`src/design/plc_pkg.sv`:
```
// Package for the positional list engine.
// Holds widths, command and status codes, payload structs and cell control.
// No dependencies.
package plc_pkg;

  // List capacity and derived widths
  localparam int DEPTH = 32;
  localparam int CNT_W = $clog2(DEPTH + 1);
  localparam int VAL_W = 32;
  localparam int POS_W = 6;
  localparam int LEN_W = 6;
  localparam int CMP_W = ((CNT_W > POS_W) ? CNT_W : POS_W) + 1;

  // Command codes
  typedef enum logic [2:0] {
    CMD_INS_FRONT = 3'd0,
    CMD_INS_BACK  = 3'd1,
    CMD_DEL_FRONT = 3'd2,
    CMD_DEL_BACK  = 3'd3,
    CMD_INS_AT    = 3'd4,
    CMD_DEL_AT    = 3'd5,
    CMD_COUNT     = 3'd6,
    CMD_SHOW      = 3'd7
  } cmd_t;

  // Result status codes
  typedef enum logic [1:0] {
    STAT_OK    = 2'd0,
    STAT_EMPTY = 2'd1,
    STAT_FULL  = 2'd2,
    STAT_RANGE = 2'd3
  } status_t;

  // Controller states
  typedef enum logic {
    S_IDLE,
    S_SHOW
  } state_t;

  // Per-cycle operation broadcast to every cell
  typedef enum logic [1:0] {
    CELL_HOLD,
    CELL_INSERT,
    CELL_REMOVE,
    CELL_ROTATE
  } cell_op_t;

  typedef struct packed {
    cell_op_t           op;
    logic [CNT_W-1:0]   idx;   // target slot of insert or remove
    logic [CNT_W-1:0]   tail;  // slot of the last element, for rotate
  } cell_ctrl_t;

  // Input item
  typedef struct packed {
    cmd_t                     cmd;
    logic signed [VAL_W-1:0]  value;
    logic [POS_W-1:0]         position;
  } command_t;

  // Result item
  typedef struct packed {
    logic signed [VAL_W-1:0]  element;
    logic [LEN_W-1:0]         length;
    status_t                  status;
    logic                     last;
  } result_t;

endpackage

```
`src/design/plc_cell.sv`:
```
// One storage cell of the list chain.
// Takes its left or right neighbor, the new value or the head value per command.
// Depends on plc_pkg.
module plc_cell import plc_pkg::*; (
  input  logic                    clk,
  input  cell_ctrl_t              ctrl,
  input  logic [CNT_W-1:0]        slot,
  input  logic signed [VAL_W-1:0] ins_val,
  input  logic signed [VAL_W-1:0] left_val,
  input  logic signed [VAL_W-1:0] right_val,
  input  logic signed [VAL_W-1:0] head_val,
  output logic signed [VAL_W-1:0] val
);

  logic signed [VAL_W-1:0] val_next;

  // Pick the next content from the broadcast operation
  always_comb begin
    val_next = val;
    unique case (ctrl.op)
      CELL_HOLD: begin
        val_next = val;
      end
      CELL_INSERT: begin
        if (slot == ctrl.idx) begin
          val_next = ins_val;
        end else if (slot > ctrl.idx) begin
          val_next = left_val;
        end
      end
      CELL_REMOVE: begin
        if (slot >= ctrl.idx) begin
          val_next = right_val;
        end
      end
      CELL_ROTATE: begin
        // wrap the head around to the tail, advance everything else
        if (slot == ctrl.tail) begin
          val_next = head_val;
        end else begin
          val_next = right_val;
        end
      end
      default: begin
        val_next = val;
      end
    endcase
  end

  // Hold the element
  always_ff @(posedge clk) begin
    val <= val_next;
  end

endmodule

```
`src/design/positional_list_engine_unit.sv`:
```
// Positional list engine: an ordered list held in a chain of storage cells,
// with a command decoder and display sequencer. Depends on plc_pkg, plc_cell.
//
// Every command except display of a non-empty list is taken at once: busy
// stays low, a new item may follow on the next clock, and its single result
// appears with done high in the cycle after acceptance. Inserts and deletes at
// any position need no sequencing because every cell shifts toward or away from
// its neighbor at once. Display of a non-empty list holds busy high while it
// emits one element per cycle, head first, by rotating the occupied part of the
// chain; once every element has been emitted the chain is back in order.
// Results are presented for exactly one cycle and cannot be stalled.
module positional_list_engine_unit import plc_pkg::*; (
  input  logic     clk,
  input  logic     rst,
  input  logic     start,
  input  command_t command,
  output logic     busy,
  output logic     done,
  output result_t  result
);

  state_t           state, state_next;
  logic [CNT_W-1:0] count, count_next;
  logic [CNT_W-1:0] remaining, remaining_next;
  logic             done_next;
  result_t          result_next;
  cell_ctrl_t       ctrl;
  status_t          status;
  logic [CMP_W-1:0] pos_ext;
  logic [CMP_W-1:0] cnt_ext;
  logic [CMP_W-1:0] pos_m1;
  logic             full;
  logic             empty;

  logic signed [VAL_W-1:0] cell_val [DEPTH];

  // Build the chain of cells
  for (genvar i = 0; i < DEPTH; i++) begin : g_cell
    logic signed [VAL_W-1:0] left_v;
    logic signed [VAL_W-1:0] right_v;
    if (i == 0) begin : g_first
      assign left_v = command.value;
    end else begin : g_mid_l
      assign left_v = cell_val[i-1];
    end
    if (i == DEPTH - 1) begin : g_last
      assign right_v = cell_val[i];
    end else begin : g_mid_r
      assign right_v = cell_val[i+1];
    end
    plc_cell u_cell (
      .clk       (clk),
      .ctrl      (ctrl),
      .slot      (CNT_W'(i)),
      .ins_val   (command.value),
      .left_val  (left_v),
      .right_val (right_v),
      .head_val  (cell_val[0]),
      .val       (cell_val[i])
    );
  end

  assign busy    = (state == S_SHOW);
  assign pos_ext = CMP_W'(command.position);
  assign cnt_ext = CMP_W'(count);
  assign pos_m1  = pos_ext - CMP_W'(1);
  assign full    = (count == CNT_W'(DEPTH));
  assign empty   = (count == '0);

  // Decode commands and sequence the display
  always_comb begin
    state_next     = state;
    count_next     = count;
    remaining_next = remaining;
    done_next      = 1'b0;
    status         = STAT_OK;
    result_next    = '0;
    ctrl.op        = CELL_HOLD;
    ctrl.idx       = '0;
    ctrl.tail      = count - CNT_W'(1);
    unique case (state)
      S_IDLE: begin
        if (start) begin
          done_next        = 1'b1;
          result_next.last = 1'b1;
          unique case (command.cmd)
            CMD_INS_FRONT, CMD_INS_BACK, CMD_INS_AT: begin
              if (full) begin
                status = STAT_FULL;
              end else if (command.cmd == CMD_INS_AT &&
                           (pos_ext == '0 || pos_ext > cnt_ext + CMP_W'(1))) begin
                status = STAT_RANGE;
              end else begin
                ctrl.op    = CELL_INSERT;
                count_next = count + CNT_W'(1);
                if (command.cmd == CMD_INS_FRONT) begin
                  ctrl.idx = '0;
                end else if (command.cmd == CMD_INS_BACK) begin
                  ctrl.idx = count;
                end else begin
                  ctrl.idx = CNT_W'(pos_m1);
                end
              end
            end
            CMD_DEL_FRONT, CMD_DEL_BACK, CMD_DEL_AT: begin
              if (empty) begin
                status = STAT_EMPTY;
              end else if (command.cmd == CMD_DEL_AT &&
                           (pos_ext == '0 || pos_ext > cnt_ext)) begin
                status = STAT_RANGE;
              end else begin
                ctrl.op    = CELL_REMOVE;
                count_next = count - CNT_W'(1);
                if (command.cmd == CMD_DEL_FRONT) begin
                  ctrl.idx = '0;
                end else if (command.cmd == CMD_DEL_BACK) begin
                  ctrl.idx = count - CNT_W'(1);
                end else begin
                  ctrl.idx = CNT_W'(pos_m1);
                end
              end
            end
            CMD_COUNT: begin
              status = STAT_OK;
            end
            CMD_SHOW: begin
              if (empty) begin
                status = STAT_EMPTY;
              end else begin
                // stream from the next cycle on
                done_next        = 1'b0;
                result_next.last = 1'b0;
                remaining_next   = count;
                state_next       = S_SHOW;
              end
            end
            default: begin
              status = STAT_OK;
            end
          endcase
        end
      end
      S_SHOW: begin
        // emit the head and rotate the occupied cells
        done_next           = 1'b1;
        result_next.element = cell_val[0];
        result_next.last    = (remaining == CNT_W'(1));
        ctrl.op             = CELL_ROTATE;
        remaining_next      = remaining - CNT_W'(1);
        if (remaining == CNT_W'(1)) begin
          state_next = S_IDLE;
        end
      end
      default: begin
        state_next = S_IDLE;
      end
    endcase
    result_next.status = status;
    result_next.length = LEN_W'(count_next);
  end

  // Control registers
  always_ff @(posedge clk) begin
    if (rst) begin
      state     <= S_IDLE;
      count     <= '0;
      remaining <= '0;
      done      <= 1'b0;
    end else begin
      state     <= state_next;
      count     <= count_next;
      remaining <= remaining_next;
      done      <= done_next;
    end
  end

  // Result register
  always_ff @(posedge clk) begin
    result <= result_next;
  end

  // Count never exceeds capacity
  a_count_bound: assert property (@(posedge clk) disable iff (rst)
    count <= CNT_W'(DEPTH))
    else $error("element count above capacity");

  // A single-result command answers next cycle with a final item
  a_single_result: assert property (@(posedge clk) disable iff (rst)
    (start && !busy && command.cmd != CMD_SHOW) |=> (done && result.last))
    else $error("missing single result");

  // A command moves the count by at most one
  a_count_step: assert property (@(posedge clk) disable iff (rst)
    (start && !busy) |=> (count == $past(count) ||
                          count == $past(count) + CNT_W'(1) ||
                          count == $past(count) - CNT_W'(1)))
    else $error("count changed by more than one");

  // The display ends with a final item and returns to idle
  a_show_end: assert property (@(posedge clk) disable iff (rst)
    (state == S_SHOW && remaining == CNT_W'(1)) |=>
      (done && result.last && state == S_IDLE))
    else $error("display did not end cleanly");

  // Display leaves the count untouched
  a_show_count: assert property (@(posedge clk) disable iff (rst)
    (state == S_SHOW) |=> $stable(count))
    else $error("count changed during display");

endmodule

```
`config.mk`:
```
export PLATFORM = sky130hd
export DESIGN_NAME = positional_list_engine_unit
export DESIGN_NICKNAME = d
export VERILOG_FILES = /design/src/design/plc_pkg.sv /design/src/design/plc_cell.sv /design/src/design/positional_list_engine_unit.sv
export SDC_FILE = /design/constraint.sdc
export NUM_CORES = 2
export LEC_CHECK = 0
export BUFFER_PORTS_ARGS = -buffer_cell sky130_fd_sc_hd__buf_2
export CAP_MARGIN = 20
export CORE_AREA = 4 4 421 526
export CTS_CLUSTER_SIZE = 8
export DETAILED_ROUTE_END_ITERATION = 8
export DIE_AREA = 0 0 425 530
export PLACE_DENSITY_LB_ADDON = 0.15
export SLEW_MARGIN = 10
export SYNTH_ARGS = -nofsm -noshare
export SYNTH_HDL_FRONTEND = slang
export SYNTH_HIERARCHICAL = 1
export SYNTH_SLANG_ARGS = --single-unit
export TNS_END_PERCENT = 1
```
`constraint.sdc`:
```
create_clock -name clk -period 11.43 [get_ports clk]
set_input_delay 1.7145 -clock clk [delete_from_list [all_inputs] [get_ports clk]]
set_output_delay 1.7145 -clock clk [all_outputs]
set_load 0.05 [all_outputs]
```
==> results.json <==
{
  "outcome": "finished clean",
  "synth_most_common_cell": "a21oi_1",
  "skew_ns": 0.0331,
  "place_congestion": 0.826,
  "critPathLaunch": "count[2]",
  "worstSkewPairLatency_ns": 0.82,
  "ir_worst_vdd_v": 0.000117,
  "synth_area_per_cell_um2": 10.9,
  "critical_path.startpoint_type": "flip-flop",
  "hp-start": "remaining[5]",
  "rsz0062_at_grt": "no",
  "via_per_inst": 5.44,
  "clock.fmax_mhz": 147,
  "synth.largest_area_cell": "edfxtp_1",
  "cts-buffers-inserted": 162,
  "h-tree-depth": 4,
  "post_cts_buffers": 0,
  "num_vias": 55600,
  "fin_crit_sh_pct": 59.6,
  "fin_hold_ws_ns": 0.505,
  "crit_chain": "nand3_1 -> nor3_1 -> nor2_1 -> ha_1 -> nand3_1 -> o211ai_2 -> a211oi_4 -> nor4_1 -> a22oi_1 -> nor2_4 -> buf_4 -> buf_4 -> inv_1 -> ha_1 -> nand4_1 -> nor2_4 -> buf_4 -> mux2_2 -> nor2_1 -> a21oi_1",
  "antenna_found_initial": 34,
  "crit_path_end_kind": "flip-flop",
  "clk_pin_slew_ns": 0.05,
  "power_density_nw_per_um2": 154,
  "setup_viol": 0,
  "ctsResizeCount": 0,
  "netlist_area_um2": 75400,
  "pwr-share-comb_pct": 24.0,
  "internal_power_uw": 8740,
  "area.growth.synth_to_final_pct": 11.4,
  "cp_top_family": "simple AND/OR/NAND/NOR gates",
  "clk_path_buf_depth": 4,
  "crit_buf_inv": 4,
  "die_x_um": 425,
  "cts_sinks": 1079,
  "setup_slack_ns": 4.61,
  "rr_startpoint": "count[2]",
  "worstSetupPathType": "flip-flop to flip-flop",
  "ant_nets": 0,
  "syn_inst": 6890,
  "setup_tns_ns": 0,
  "hold_violations": 0,
  "seqPwrFrac_pct": 41.5,
  "synthTopCellsByArea": "edfxtp_1 41%, mux2_2 15%, mux2i_1 14%, a21oi_1 7.3%, nor2_1 5.5%",
  "yosys_warnings": 6,
  "drt_iter0_drc": 5134,
  "synth_edf_count": 1024,
  "fp.coreArea_um2": 217000,
  "swShare_pct": 32.2,
  "min_period_ns": 6.82,
  "synth_flop_cell": "edfxtp_1",
  "die_h_um": 530,
  "cts_hold_buf": 0,
  "io_pins": 87,
  "worst_path_largest_cell_delay_ns": 0.94,
  "drive_gt1_share_pct": 21.5,
  "fin_total_pwr_uw": 12900,
  "place_ws_ns": 4.29,
  "p_clk_share_pct": 34.5,
  "finish.utilization_pct": 38.8,
  "drt-pass1-iter-count": 8,
  "start_util_pct": 34.8,
  "hpwl_um": 164000,
  "grt_overflow_total": 0,
  "synth_top_area_share_pct": 40.8,
  "route.detailed.drc": 0,
  "grtUsageTotal_pct": 23.3,
  "drv_slew": 0,
  "nets": 7505,
  "crit_required_ns": 11.94,
  "fp-row-count": 191,
  "cts_tree": "built",
  "ys_seq_area_share_pct": 42.3,
  "die_area_um2": 225000,
  "async_reset_ff_share_pct": 0,
  "totalWireLength_um": 271000,
  "path_common_cell": "buf_4",
  "synth_seq_cells": 1079,
  "grt_pass1_vias": 54900,
  "tightest_slew_ns": 1.17,
  "grt_pass1_wl_um": 392000,
  "power.leakage_uw": 0.0275,
  "netlist_top_cells_count": "1,106 x a21oi_1, 1,105 x nor2_1, 1,025 x mux2i_1, 1,024 x edfxtp_1, 1,024 x mux2_2",
  "switching_power_uw": 4160,
  "max-slew-margin-rel_pct": 21.8,
  "wl_per_cell_um": 26.6,
  "slowest_stage": "nor4_1",
  "grt_max_degree": 216,
  "path_max_fanout": 19,
  "maxCapViolCount": 0,
  "io_buffers": 86,
  "synth_cell_type_count": 61,
  "min_path_type": "flip-flop to flip-flop",
  "cp.arrival_ns": 7.33,
  "clockRootBuffer": "clkbuf_16"
}
[sequential cells by signal (all words and copies together), names as in the netlist]
name	flops
remaining	6
count	6
done	1
result	41
busy	1
g_cell.u_cell/val	1024
[metal layers]
layer,routed length (um),share of wire [%],vias up,track usage (%)
met1,121000,45,27600,32.0
met5,193,0.071,-,0
met3,16400,6.0,409,3.50
met4,9420,3.5,30,7.69
met2,124000,46,1742,37.7
li1,-,-,25700,-
[worst reg2reg max path: cells and delay by family, from the launching register on]
kind | cells | cell delay (ns)
multiplexers | 1 | 0.36
AND/OR/NAND/NOR | 9 | 2.76
adder cells (fa/ha/maj) | 2 | 0.65
AO/OA/AOI/OAI | 4 | 0.70
flip-flops | 1 | 0.77
buffers and inverters | 4 | 1.28
[power groups by stage]
stage	clock (uW)	combinational [uW]	sequential, uW
floorplan	0	2110	5340
global placement	0	2990	5420
detailed placement	0	3050	5420
CTS	4580	3060	5350
global route	4710	3390	5380
finish	4450	3100	5350
[layout by cell type (no fill, tap or decap), drive strengths merged, types with 2 or more instances in the layout]
cell type / Yosys / layout
diode: 0 / 16
mux2i: 1025 / 1025
o21a: 24 / 24
nor3: 27 / 27
nor2: 1105 / 1105
maj3: 12 / 12
edfxtp: 1024 / 1024
nor3b: 3 / 3
a211o: 32 / 32
ha: 209 / 209
and2: 35 / 35
o21bai: 2 / 2
nor2b: 4 / 4
nand2b: 34 / 34
nand2: 56 / 56
a21oi: 1108 / 1108
mux2: 1025 / 1025
a31oi: 6 / 6
a22oi: 6 / 6
nand3: 17 / 17
clkinv: 1 / 2
a21o: 5 / 5
xnor2: 107 / 107
a211oi: 46 / 46
o22ai: 3 / 3
nand3b: 2 / 2
nor4: 36 / 36
conb: 2 / 384
clkbuf: 93 / 202
and3: 5 / 5
o211ai: 4 / 4
inv: 208 / 212
o31ai: 2 / 2
buf: 259 / 248
nand4: 68 / 68
dfxtp: 55 / 55
xor2: 98 / 98
nor4b: 2 / 2
o21ai: 48 / 48
[final cells by class]
cell class	instances	area, um2
Clock buffer	202	4290
Timing Repair Buffer	248	1890
Tap cell	2895	3620
Clock inverter	6	81.3
Sequential cell	1079	31900
Inverter	209	785
Multi-Input combinational cell	5552	41400
Antenna cell	16	40.0
Fill cell	21400	133000
[stage by stage]
stage / instance area, um2 / instances
6_report: 84000 / 10200
4_1_cts: 83800 / 10200
2_1_floorplan: 76800 / 7272
3_3_place_gp: 79300 / 9973
3_5_place_dp: 79400 / 9977
5_1_grt: 83900 / 10200
[kinds of logic after synthesis]
| family | count (synthesis) | share of synthesized area, % |
|---|---|---|
| flops | 1079 | 42.3 |
| simple gates | 1397 | 8.34 |
| xor+xnor | 205 | 2.38 |
| fa+ha+maj | 221 | 3.63 |
| mux | 2050 | 28.9 |
| buf+inv | 641 | 5.27 |
| compound gates | 1295 | 9.17 |
| other cells | 2 | 0.00997 |
[final timing paths]
check                              endpoint  slack (ns)  cells past startpoint
hold / removal                 remaining[5]        0.51                      2
setup reg to reg  g_cell[19].u_cell/val[29]        4.61                     20
hold reg to reg                remaining[5]        0.51                      2
setup / recovery  g_cell[19].u_cell/val[29]        4.61                     20
(Power assumes the default switching activity.)
